**config.mk**
```make
export PLATFORM = sky130hd
export DESIGN_NAME = revision_checked_ring_queue_unit
export DESIGN_NICKNAME = d
export VERILOG_FILES = /design/src/rtl/core/rcrq_pkg.sv /design/src/rtl/core/rcrq_ctrl.sv /design/src/rtl/core/rcrq_datapath.sv /design/src/rtl/core/revision_checked_ring_queue_unit.sv
export SDC_FILE = /design/constraint.sdc
export NUM_CORES = 1
export LEC_CHECK = 0
export BUFFER_PORTS_ARGS = -buffer_cell sky130_fd_sc_hd__buf_2
export CELL_PAD_IN_SITES_DETAIL_PLACEMENT = 0
export CELL_PAD_IN_SITES_GLOBAL_PLACEMENT = 1
export CORE_MARGIN = 3
export CORE_UTILIZATION = 53
export DETAILED_ROUTE_END_ITERATION = 8
export HOLD_SLACK_MARGIN = 0.03
export PLACE_DENSITY = 0.84
export SLEW_MARGIN = 20
export SYNTH_ARGS = -nofsm -noshare
export SYNTH_HDL_FRONTEND = slang
export SYNTH_HIERARCHICAL = 1
export SYNTH_SLANG_ARGS = --single-unit
```
**constraint.sdc**
```tcl
create_clock -name aclk -period 12.9 [get_ports aclk]
set_input_delay 1.935 -clock aclk [delete_from_list [all_inputs] [get_ports aclk]]
set_output_delay 1.935 -clock aclk [all_outputs]
set_load 0.005 [all_outputs]
```
**src/rtl/core/rcrq_pkg.sv**
```systemverilog
// Shared types, constants and helper functions for the revision-checked ring queue.
`timescale 1ns / 1ps
`default_nettype none

package rcrq_pkg;

    localparam int MAX_SLOTS     = 16;
    localparam int REVISION_BITS = 32;
    localparam int TAG_BITS      = 16;
    localparam int IDX_W         = $clog2(MAX_SLOTS);
    localparam int CNT_W         = $clog2(MAX_SLOTS + 1);
    localparam int MIN_SLOTS     = 2;

    localparam logic [CNT_W-1:0] CAP_RESET = CNT_W'(MAX_SLOTS);
    localparam logic [CNT_W-1:0] CAP_MIN   = CNT_W'(MIN_SLOTS);
    localparam logic [CNT_W-1:0] CAP_MAX   = CNT_W'(MAX_SLOTS);

    typedef enum logic [1:0] {
        OP_PUBLISH = 2'd0,
        OP_ACQUIRE = 2'd1,
        OP_CLEAR   = 2'd2,
        OP_QUERY   = 2'd3
    } opcode_t;

    typedef enum logic [2:0] {
        ST_ACCEPTED = 3'd0,
        ST_MISMATCH = 3'd1,
        ST_FULL     = 3'd2,
        ST_INVALID  = 3'd3,
        ST_ACQUIRED = 3'd4,
        ST_EMPTY    = 3'd5,
        ST_CLEARED  = 3'd6,
        ST_SNAPSHOT = 3'd7
    } status_t;

    typedef enum logic {
        CTL_IDLE = 1'b0,
        CTL_EXEC = 1'b1
    } ctl_state_t;

    typedef struct packed {
        logic capture;
        logic commit;
    } dp_cmd_t;

    typedef struct packed {
        logic out_stall;
    } dp_stat_t;

    // Reduces a value below 2*MAX_SLOTS modulo a ring size of at least two,
    // by restoring subtraction of the shifted ring size.
    function automatic logic [IDX_W-1:0] ring_mod(
        input logic [CNT_W-1:0] val,
        input logic [CNT_W-1:0] cap
    );
        logic [CNT_W+IDX_W-1:0] rem;
        logic [CNT_W+IDX_W-1:0] sub;
        rem = (CNT_W+IDX_W)'(val);
        for (int k = IDX_W - 1; k >= 0; k--) begin
            sub = (CNT_W+IDX_W)'(cap) << k;
            if (rem >= sub) begin
                rem = rem - sub;
            end
        end
        return rem[IDX_W-1:0];
    endfunction

endpackage

`default_nettype wire

```
**src/rtl/core/rcrq_ctrl.sv**
```systemverilog
// Controller state machine that sequences capture and commit of each item.
`timescale 1ns / 1ps
`default_nettype none

module rcrq_ctrl
    import rcrq_pkg::*;
(
    input  wire logic     aclk,
    input  wire logic     aresetn,
    input  wire logic     s_valid,
    output logic          s_ready,
    input  wire dp_stat_t stat,
    output dp_cmd_t       cmd
);

    ctl_state_t state_reg;
    ctl_state_t state_next;

    always_ff @(posedge aclk) begin
        if (!aresetn) begin
            state_reg <= CTL_IDLE;
        end else begin
            state_reg <= state_next;
        end
    end

    always_comb begin
        state_next  = state_reg;
        s_ready     = 1'b0;
        cmd.capture = 1'b0;
        cmd.commit  = 1'b0;
        unique case (state_reg)
            CTL_IDLE: begin
                s_ready = 1'b1;
                if (s_valid) begin
                    cmd.capture = 1'b1;
                    state_next  = CTL_EXEC;
                end
            end
            CTL_EXEC: begin
                if (!stat.out_stall) begin
                    cmd.commit = 1'b1;
                    state_next = CTL_IDLE;
                end
            end
            default: begin
                state_next = CTL_IDLE;
            end
        endcase
    end

endmodule

`default_nettype wire

```
**src/rtl/core/rcrq_datapath.sv**
```systemverilog
// Datapath holding the ring slots, queue state, capacity register and result register.
`timescale 1ns / 1ps
`default_nettype none

module rcrq_datapath
    import rcrq_pkg::*;
(
    input  wire logic                     aclk,
    input  wire logic                     aresetn,
    input  wire dp_cmd_t                  cmd,
    output dp_stat_t                      stat,
    input  wire logic                     cfg_valid,
    output logic                          cfg_ready,
    input  wire logic [CNT_W-1:0]         cfg_data,
    input  wire logic [1:0]               s_opcode,
    input  wire logic                     s_batch_present,
    input  wire logic                     s_batch_valid,
    input  wire logic                     s_full_reset,
    input  wire logic [REVISION_BITS-1:0] s_base_revision,
    input  wire logic [REVISION_BITS-1:0] s_target_revision,
    input  wire logic [TAG_BITS-1:0]      s_batch_tag,
    output logic                          m_valid,
    input  wire logic                     m_ready,
    output logic [2:0]                    m_status,
    output logic [TAG_BITS-1:0]           m_out_tag,
    output logic [REVISION_BITS-1:0]      m_out_revision,
    output logic [CNT_W-1:0]              m_entry_count,
    output logic [CNT_W-1:0]              m_high_water,
    output logic [REVISION_BITS-1:0]      m_last_published,
    output logic [REVISION_BITS-1:0]      m_last_acquired,
    output logic                          m_wake
);

    logic [TAG_BITS-1:0]      slot_tags_mem [MAX_SLOTS];
    logic [REVISION_BITS-1:0] slot_revs_mem [MAX_SLOTS];

    logic [CNT_W-1:0]         cap_reg;
    logic [IDX_W-1:0]         head_reg;
    logic [CNT_W-1:0]         count_reg;
    logic [CNT_W-1:0]         peak_reg;
    logic [REVISION_BITS-1:0] pub_reg;
    logic [REVISION_BITS-1:0] acq_reg;

    opcode_t                  op_reg;
    logic                     present_reg;
    logic                     bvalid_reg;
    logic                     full_reset_reg;
    logic [REVISION_BITS-1:0] base_reg;
    logic [REVISION_BITS-1:0] target_reg;
    logic [TAG_BITS-1:0]      tag_reg;

    logic [TAG_BITS-1:0]      rd_tag_reg;
    logic [REVISION_BITS-1:0] rd_rev_reg;

    logic                     out_valid_reg;
    status_t                  out_status_reg;
    logic [TAG_BITS-1:0]      out_tag_reg;
    logic [REVISION_BITS-1:0] out_rev_reg;
    logic [CNT_W-1:0]         out_count_reg;
    logic [CNT_W-1:0]         out_peak_reg;
    logic [REVISION_BITS-1:0] out_pub_reg;
    logic [REVISION_BITS-1:0] out_acq_reg;
    logic                     out_wake_reg;

    logic [CNT_W-1:0]         cap_eff;
    logic                     chains;
    logic                     write_en;
    logic [IDX_W-1:0]         tail_idx;
    status_t                  status_next;
    logic [TAG_BITS-1:0]      otag_next;
    logic [REVISION_BITS-1:0] orev_next;
    logic                     wake_next;
    logic [IDX_W-1:0]         head_next;
    logic [CNT_W-1:0]         count_next;
    logic [CNT_W-1:0]         peak_next;
    logic [REVISION_BITS-1:0] pub_next;
    logic [REVISION_BITS-1:0] acq_next;

    assign cfg_ready      = 1'b1;
    assign stat.out_stall = out_valid_reg && !m_ready;

    always_comb begin
        if (cap_reg < CAP_MIN) begin
            cap_eff = CAP_MIN;
        end else if (cap_reg > CAP_MAX) begin
            cap_eff = CAP_MAX;
        end else begin
            cap_eff = cap_reg;
        end
    end

    assign tail_idx = ring_mod(CNT_W'(head_reg) + count_reg, cap_eff);

    always_comb begin
        if (full_reset_reg) begin
            chains = (base_reg == '0) && (target_reg > pub_reg);
        end else begin
            chains = (pub_reg != '0) && (base_reg == pub_reg);
        end
    end

    always_comb begin
        status_next = ST_SNAPSHOT;
        otag_next   = '0;
        orev_next   = '0;
        wake_next   = 1'b0;
        write_en    = 1'b0;
        head_next   = head_reg;
        count_next  = count_reg;
        peak_next   = peak_reg;
        pub_next    = pub_reg;
        acq_next    = acq_reg;
        unique case (op_reg)
            OP_PUBLISH: begin
                priority if (!present_reg) begin
                    status_next = ST_INVALID;
                end else if (!bvalid_reg) begin
                    status_next = ST_INVALID;
                    otag_next   = tag_reg;
                end else if (!chains) begin
                    status_next = ST_MISMATCH;
                    otag_next   = tag_reg;
                end else if (count_reg >= cap_eff) begin
                    status_next = ST_FULL;
                    otag_next   = tag_reg;
                end else begin
                    status_next = ST_ACCEPTED;
                    wake_next   = 1'b1;
                    write_en    = 1'b1;
                    pub_next    = target_reg;
                    count_next  = count_reg + 1'b1;
                    if (count_next > peak_reg) begin
                        peak_next = count_next;
                    end
                end
            end
            OP_ACQUIRE: begin
                if (count_reg == '0) begin
                    status_next = ST_EMPTY;
                end else begin
                    status_next = ST_ACQUIRED;
                    otag_next   = rd_tag_reg;
                    orev_next   = rd_rev_reg;
                    head_next   = ring_mod(CNT_W'(head_reg) + 1'b1, cap_eff);
                    count_next  = count_reg - 1'b1;
                    acq_next    = rd_rev_reg;
                end
            end
            OP_CLEAR: begin
                status_next = ST_CLEARED;
                head_next   = '0;
                count_next  = '0;
                peak_next   = '0;
                pub_next    = '0;
                acq_next    = '0;
            end
            OP_QUERY: begin
                status_next = ST_SNAPSHOT;
            end
            default: begin
                status_next = ST_SNAPSHOT;
            end
        endcase
    end

    always_ff @(posedge aclk) begin
        if (cmd.commit && write_en) begin
            slot_tags_mem[tail_idx] <= tag_reg;
            slot_revs_mem[tail_idx] <= target_reg;
        end
        rd_tag_reg <= slot_tags_mem[head_reg];
        rd_rev_reg <= slot_revs_mem[head_reg];
    end

    always_ff @(posedge aclk) begin
        if (cmd.capture) begin
            op_reg         <= opcode_t'(s_opcode);
            present_reg    <= s_batch_present;
            bvalid_reg     <= s_batch_valid;
            full_reset_reg <= s_full_reset;
            base_reg       <= s_base_revision;
            target_reg     <= s_target_revision;
            tag_reg        <= s_batch_tag;
        end
        if (cmd.commit) begin
            out_status_reg <= status_next;
            out_tag_reg    <= otag_next;
            out_rev_reg    <= orev_next;
            out_count_reg  <= count_next;
            out_peak_reg   <= peak_next;
            out_pub_reg    <= pub_next;
            out_acq_reg    <= acq_next;
            out_wake_reg   <= wake_next;
        end
    end

    always_ff @(posedge aclk) begin
        if (!aresetn) begin
            cap_reg       <= CAP_RESET;
            head_reg      <= '0;
            count_reg     <= '0;
            peak_reg      <= '0;
            pub_reg       <= '0;
            acq_reg       <= '0;
            out_valid_reg <= 1'b0;
        end else begin
            if (cfg_valid) begin
                cap_reg <= cfg_data;
            end
            if (cmd.commit) begin
                head_reg      <= head_next;
                count_reg     <= count_next;
                peak_reg      <= peak_next;
                pub_reg       <= pub_next;
                acq_reg       <= acq_next;
                out_valid_reg <= 1'b1;
            end else if (m_ready) begin
                out_valid_reg <= 1'b0;
            end
        end
    end

    assign m_valid          = out_valid_reg;
    assign m_status         = out_status_reg;
    assign m_out_tag        = out_tag_reg;
    assign m_out_revision   = out_rev_reg;
    assign m_entry_count    = out_count_reg;
    assign m_high_water     = out_peak_reg;
    assign m_last_published = out_pub_reg;
    assign m_last_acquired  = out_acq_reg;
    assign m_wake           = out_wake_reg;

endmodule

`default_nettype wire

```
**src/rtl/core/revision_checked_ring_queue_unit.sv**
```systemverilog
// Top level of the revision-checked ring queue: controller and datapath.
//
// Usage: commands arrive on the s_ channel (publish, acquire, clear, query) with
// a valid/ready handshake; each item produces exactly one result item on the
// m_ channel carrying a status code plus a snapshot of entry count, high-water
// mark and the last published and acquired revisions.
// The ring capacity is written through the cfg channel, which is always ready;
// write it only while the unit is idle and issue a clear afterwards.
// The accepting edge captures the command into the input registers and reads the head
// slot from the registered slot memory; the EXEC state then evaluates the command and
// loads the output register once any pending result has been taken.
// A new item is accepted only after the previous one has been committed, as set by
// the capture/commit sequence of the controller.
// When the receiver stalls, the next item is still accepted and captured; it
// then waits in the commit step until the pending result is taken.
// Reset clears the queue, the revisions and the output valid flag, and sets the
// capacity to sixteen slots. Slot contents are not cleared.
`timescale 1ns / 1ps
`default_nettype none

module revision_checked_ring_queue_unit
    import rcrq_pkg::*;
(
    input  wire logic                     aclk,
    input  wire logic                     aresetn,
    input  wire logic                     cfg_valid,
    output logic                          cfg_ready,
    input  wire logic [CNT_W-1:0]         cfg_data,
    input  wire logic                     s_valid,
    output logic                          s_ready,
    input  wire logic [1:0]               s_opcode,
    input  wire logic                     s_batch_present,
    input  wire logic                     s_batch_valid,
    input  wire logic                     s_full_reset,
    input  wire logic [REVISION_BITS-1:0] s_base_revision,
    input  wire logic [REVISION_BITS-1:0] s_target_revision,
    input  wire logic [TAG_BITS-1:0]      s_batch_tag,
    output logic                          m_valid,
    input  wire logic                     m_ready,
    output logic [2:0]                    m_status,
    output logic [TAG_BITS-1:0]           m_out_tag,
    output logic [REVISION_BITS-1:0]      m_out_revision,
    output logic [CNT_W-1:0]              m_entry_count,
    output logic [CNT_W-1:0]              m_high_water,
    output logic [REVISION_BITS-1:0]      m_last_published,
    output logic [REVISION_BITS-1:0]      m_last_acquired,
    output logic                          m_wake
);

    dp_cmd_t  cmd;
    dp_stat_t stat;

    rcrq_ctrl u_ctrl (
        .aclk    (aclk),
        .aresetn (aresetn),
        .s_valid (s_valid),
        .s_ready (s_ready),
        .stat    (stat),
        .cmd     (cmd)
    );

    rcrq_datapath u_datapath (
        .aclk              (aclk),
        .aresetn           (aresetn),
        .cmd               (cmd),
        .stat              (stat),
        .cfg_valid         (cfg_valid),
        .cfg_ready         (cfg_ready),
        .cfg_data          (cfg_data),
        .s_opcode          (s_opcode),
        .s_batch_present   (s_batch_present),
        .s_batch_valid     (s_batch_valid),
        .s_full_reset      (s_full_reset),
        .s_base_revision   (s_base_revision),
        .s_target_revision (s_target_revision),
        .s_batch_tag       (s_batch_tag),
        .m_valid           (m_valid),
        .m_ready           (m_ready),
        .m_status          (m_status),
        .m_out_tag         (m_out_tag),
        .m_out_revision    (m_out_revision),
        .m_entry_count     (m_entry_count),
        .m_high_water      (m_high_water),
        .m_last_published  (m_last_published),
        .m_last_acquired   (m_last_acquired),
        .m_wake            (m_wake)
    );

endmodule

`default_nettype wire

```
# Yosys cells after proc, flatten, opt, wreduce, memory -nomap -nowiden
# Memory sizes are Yosys's and may differ from the RTL's. A register that Yosys moved wholly into a read port is not among the register bits.
# Index checks and enable logic that the tools add are counted.
# word_totals
regBits	296
mem_bits_rw	768
inputBits	95
out_inout_bits	129
wordCells	136
n_memories	2
# memory_table
name	depth	width	rd	rd_ports_with_merged_regs	write_ports	line	rtl
u_datapath.slot_revs_mem	16	32	1	1	1	rcrq_datapath.sv:35	logic [REVISION_BITS-1:0] slot_revs_mem [MAX_SLOTS];
u_datapath.slot_tags_mem	16	16	1	1	1	rcrq_datapath.sv:34	logic [TAG_BITS-1:0] slot_tags_mem [MAX_SLOTS];
# op_classes
add_sub_neg	12
magnitude_cmp	13
eq_ne	5
mux	66
bitwise_logic	2
n_reduce_logical	13
# op_table
cell	n
$mux W32	5
$pmux W32 S2	2
$mux W9	12
$mux W16	5
$mux W5	12
$eq A32 B32 Y1	1
$gt A32 B32 Y1	1
$logic_not A32 Y1	1
$pmux W16 S2	1
$reduce_bool A32 Y1	1
$ge A9 B5 Y1	2
$ge A9 B6 Y1	2
$ge A9 B7 Y1	2
$sub A5 B8 Y9	2
$sub A9 B6 Y9	2
$sub A9 B7 Y9	2
$mux W1	17
$ge A5 B8 Y1	2
$pmux W5 S3	1
$mux W4	3
$pmux W3 S4	1
$pmux W5 S2	1
$mux W3	3
$pmux W4 S2	1
22 further kinds	29

# Depth between registers and ports, before layout
# depth
word_depth	19
depth_mapped	39

# By module
# The synthesis kept the hierarchy.
# by_module_without_submodules
module	n_inst	cells_each	area_per_inst_um2	seq_area_each_um2
rcrq_datapath	1	2373	44502.7	32040.7
rcrq_ctrl	1	6	47.5	20.0

# Worst setup path before layout
# OpenSTA, ideal clock, no wires.
# synth_path
path_type	input-to-reg
startpoint	in m_ready
endpoint	mem u_datapath.slot_revs_mem[8][0] (enable)
setup_ns	0.454
t_arrival_ns	11.133
required_ns	12.446
setup_slack_ns	1.313
cell_stages	8
n_path_buf	0
cell_sequence	nor2b_1 > nor2_1 > inv_1 > nor2_1 > o2111ai_1 > nor4_1 > a41oi_1 > nor2_1
# synth_rtl
element	line	rtl
start, declared	revision_checked_ring_queue_unit.sv:39	input wire logic m_ready,
end, declared	rcrq_datapath.sv:35	

# Worst setup path in the final report
# layout_path
startpoint	reg u_datapath.head_reg[0]
endpoint	mem u_datapath.slot_revs_mem[10][14] (enable)
# layout_between
elab_chain_cells	9
elab_cells_between_ends	13
classes_between	add/sub (5); order compare (4); mux (4)
# layout_lines
element	line	rtl
start, declared	rcrq_datapath.sv:38	logic [IDX_W-1:0] head_reg;
start signal, assigned	rcrq_datapath.sv:211	head_reg <= head_next;
$add A4 B5 Y5 *	rcrq_datapath.sv:92	assign tail_idx = ring_mod(CNT_W'(head_reg) + count_reg, cap_eff);
$sub A5 B8 Y9 / $ge A5 B8 Y1 (equally long branches)	rcrq_pkg.sv:62, rcrq_pkg.sv:61	
$mux W9 *	rcrq_pkg.sv:61	if (rem >= sub) begin
$sub A9 B7 Y9 / $ge A9 B7 Y1 (equally long branches)	rcrq_pkg.sv:62, rcrq_pkg.sv:61	
$mux W9 *	rcrq_pkg.sv:61	
$sub A9 B6 Y9 / $ge A9 B6 Y1 (equally long branches)	rcrq_pkg.sv:62, rcrq_pkg.sv:61	
$mux W9 *	rcrq_pkg.sv:61	
$ge A9 B5 Y1 / $sub A4 B4 Y4 (equally long branches)	rcrq_pkg.sv:61, rcrq_pkg.sv:62	
$mux W4 *	rcrq_pkg.sv:61	
# Mark *: on every way between the ends. The rest lies on a longest branch, timed or not.

==> results.yml <==
outcome:
  outcome: "completed"
min_path:
  hold_class: "reg2reg"
  hold_path_startpoint: "u_datapath/acq_reg[23]$_SDFFE_PN0P_"
synthesis:
  synth_area_mm2: 0.0446
  ys_seq_area_share_pct: 72.0
  synthArstFlopShare_pct: 0
  synth_top_family_by_area: "multiplexers"
  yosys_warnings: 6
  avgSynthCellArea_um2: 18.7
  synth_compound_area_share_pct: 4.94
  yosys.area_share.simple_pct: 4.28
  synth_edf_count: 979
  synth_cell_type_count: 81
  synth_xor_area_share_pct: 1.04
  synth_flop_cell: "edfxtp_1"
  syn_inst: 2379
  syn_nets: 2570
  synthMuxAreaShare_pct: 13.5
  synth-adder-area-share_pct: 2.85
  synth-seq-cells: 1112
pwr:
  power_leakage_nw: 16.8
  power_density_mw_per_mm2: 151
  peakVddDrop_mv: 0.130
clock_network:
  cts_buffers: 106
  cts_root_buf: "clkbuf_16"
  hold_buffers: 0
  post_cts_buffers: 0
  clk_path_buf_depth: 3
  cts_tree: "yes"
  htree_levels: 3
  clkLatencyLatePin_ns: 0.66
  ctsResizeCount: 0
  clk_pin_slew_ns: 0.07
  numClockSinks: 1112
detailed_routing:
  drc_errors: 0
  dr.pass1.iters: 5
  routed_wl_um: 106000
  dr_total_vias: 23776
  wire_per_inst_um: 27.8
  drtAntennaViolNets: 0
  via_per_inst: 6.22
  drt_iter0_drc: 2561
global_routing:
  grt_pass1_wl_um: 158000
  globalRouteOverflowTotal: 0
  busiest_layer: "met2"
  antenna_found_initial: 1
  grt_usage_pct: 24.5
  grt_start_max_net_pins: 71
  grtUsageMet2_pct: 40.7
  use_met3_pct: 3.89
  grt_util_met1_pct: 33.4
  grt_pass1_vias: 24709
timing:
  final-setup-viol-count: 0
  tightest_slew_ns: 1.18
  rsz0062_at_grt: "false"
  hold_viol: 0
  finalWorstSetupSlack_ns: 1.68
  whs_ns: 0.496
  max_freq_ghz: 0.0891
  finClkSkew_ns: 0.0256
  fin_setup_tns_ns: 0
  slew_headroom_pct: 20.5
  min_period_over_period_pct: 87.0
  post-route-min-period_ns: 11.22
  slew_violations: 0
cells_and_area:
  syn_to_final_growth_pct: 13.6
  mostFrequentLayoutCells: "edfxtp_1 (979), mux4_2 (240), buf_2 (222)"
  largest_reg_flops: 512
  final_common_cell: "edfxtp_1"
  fin_nets: 2852
  nFillCells: 5660
  top_register: "u_datapath/slot_revs_mem"
  drive_above_1_share_pct: 26.8
  reg_top3: "u_datapath/slot_revs_mem: 512 flops, u_datapath/slot_tags_mem: 256 flops"
critical_path:
  cpLargestDelayFamily: "simple AND/OR/NAND/NOR gates"
  cp.arrival_ns: 11.51
  reg2reg_from: "u_datapath/head_reg[0]$_SDFFE_PN0P_"
  path_buf_inv: 4
  cp-startpoint: "u_datapath/head_reg[0]$_SDFFE_PN0P_"
  critPathLaunchType: "flip-flop"
  criticalPathCategory: "reg2reg"
  worstPathMaxFanout: 28
  slowest_stage: "nor2_4"
  worstPathRequired_ns: 13.19
  cp-end-kind: "flip-flop"
  critPathMaxStageDelay_ns: 0.64
place:
  dp_slack_ns: 1.72
  globalplace.congestion: 0.906
  port_buffers: 222
  dp_hpwl_um: 62500
floorplanning:
  row_count: 105
  coreArea_mm2: 0.0826
  die_h_um: 296
  die_x_um: 296
  die_area_mm2: 0.0876
  start_util_pct: 53.9
  io-pin-count: 224
job:
  maxCapViolCount: 0
-- cells in the mapped netlist (all sizes together), types with 27 or more instances --
| cell type | number | area [um^2] |
|---|---|---|
| buf | 29 | 118 |
| and2 | 38 | 238 |
| clkbuf | 71 | 267 |
| xor2 | 38 | 333 |
| o21ai | 38 | 190 |
| ha | 87 | 1090 |
| nand2 | 55 | 206 |
| mux4 | 240 | 5410 |
| mux2i | 46 | 460 |
| edfxtp | 979 | 29400 |
| inv | 68 | 255 |
| nor4 | 37 | 238 |
| nand3 | 27 | 135 |
| a22o | 114 | 998 |
| dfxtp | 133 | 2660 |
| nor2 | 98 | 368 |
| a21oi | 43 | 219 |
-- layout make-up --
class	count	area, um^2	share of cell area, %
sequential	1112	32100	63.4
multi-input combinational	1098	12000	23.7
clock buffer	147	2950	5.82
timing repair buffer	274	1500	2.97
tap	1070	1340	2.65
clock inverter	54	480	0.949
inverter	69	260	0.514
antenna	1	2.50	0.00494
-- worst paths after layout --
path / end / slack, ns / depth (start not counted)
max: u_datapath/slot_revs_mem[10][14]$_DFFE_PP_ / 1.68 / 38
max reg2reg: u_datapath/slot_revs_mem[10][14]$_DFFE_PP_ / 1.68 / 38
min reg2reg: u_datapath/acq_reg[23]$_SDFFE_PN0P_ / 0.50 / 2
min: u_datapath/acq_reg[23]$_SDFFE_PN0P_ / 0.50 / 2
-- routing by layer --
layer	up-vias	wire, um
met4	2	3200
li1	10253	-
met1	12274	42100
met5	-	15
met3	198	7630
met2	1049	53300
-- metrics by stage --
stage / power (mW) / area (um^2) / utilization (%) / cells
after floorplan: 4.46 / 44600 / - / 2379
after global placement: 4.65 / 47200 / 57.1 / 3623
after detailed placement: 4.67 / 47200 / 57.1 / 3623
after CTS: 7.71 / 50600 / 61.2 / 3824
after global routing: 7.90 / 50600 / 61.2 / 3824
final: 7.66 / 50600 / 61.2 / 3825
-- kinds of logic after synthesis --
group                    after synthesis
other                                  1
XOR/XNOR                              52
multiplexers                         298
adder cells (fa/ha/maj)               96
AND/OR/NAND/NOR                      359
buffers and inverters                169
AO/OA/AOI/OAI                        292
flip-flops                          1112
-- tightest hold or removal path, delay by kind of cell, from the launching register on --
family | cells | cell delay [ns]
DFF | 1 | 0.33
muxes | 1 | 0.06
and+or+nand+nor | 1 | 0.07
-- power breakdown --
| part | total (mW) | internal [mW] | leakage (nW) | switching [mW] |
|---|---|---|---|---|
| clock network | 3.06 | 1.73 | 1.68 | 1.33 |
| logic | 0.567 | 0.231 | 5.13 | 0.336 |
| registers | 4.03 | 3.97 | 10.0 | 0.0606 |
| total | 7.66 | 5.93 | 16.8 | 1.73 |
Power figures use the tool's default switching activity.
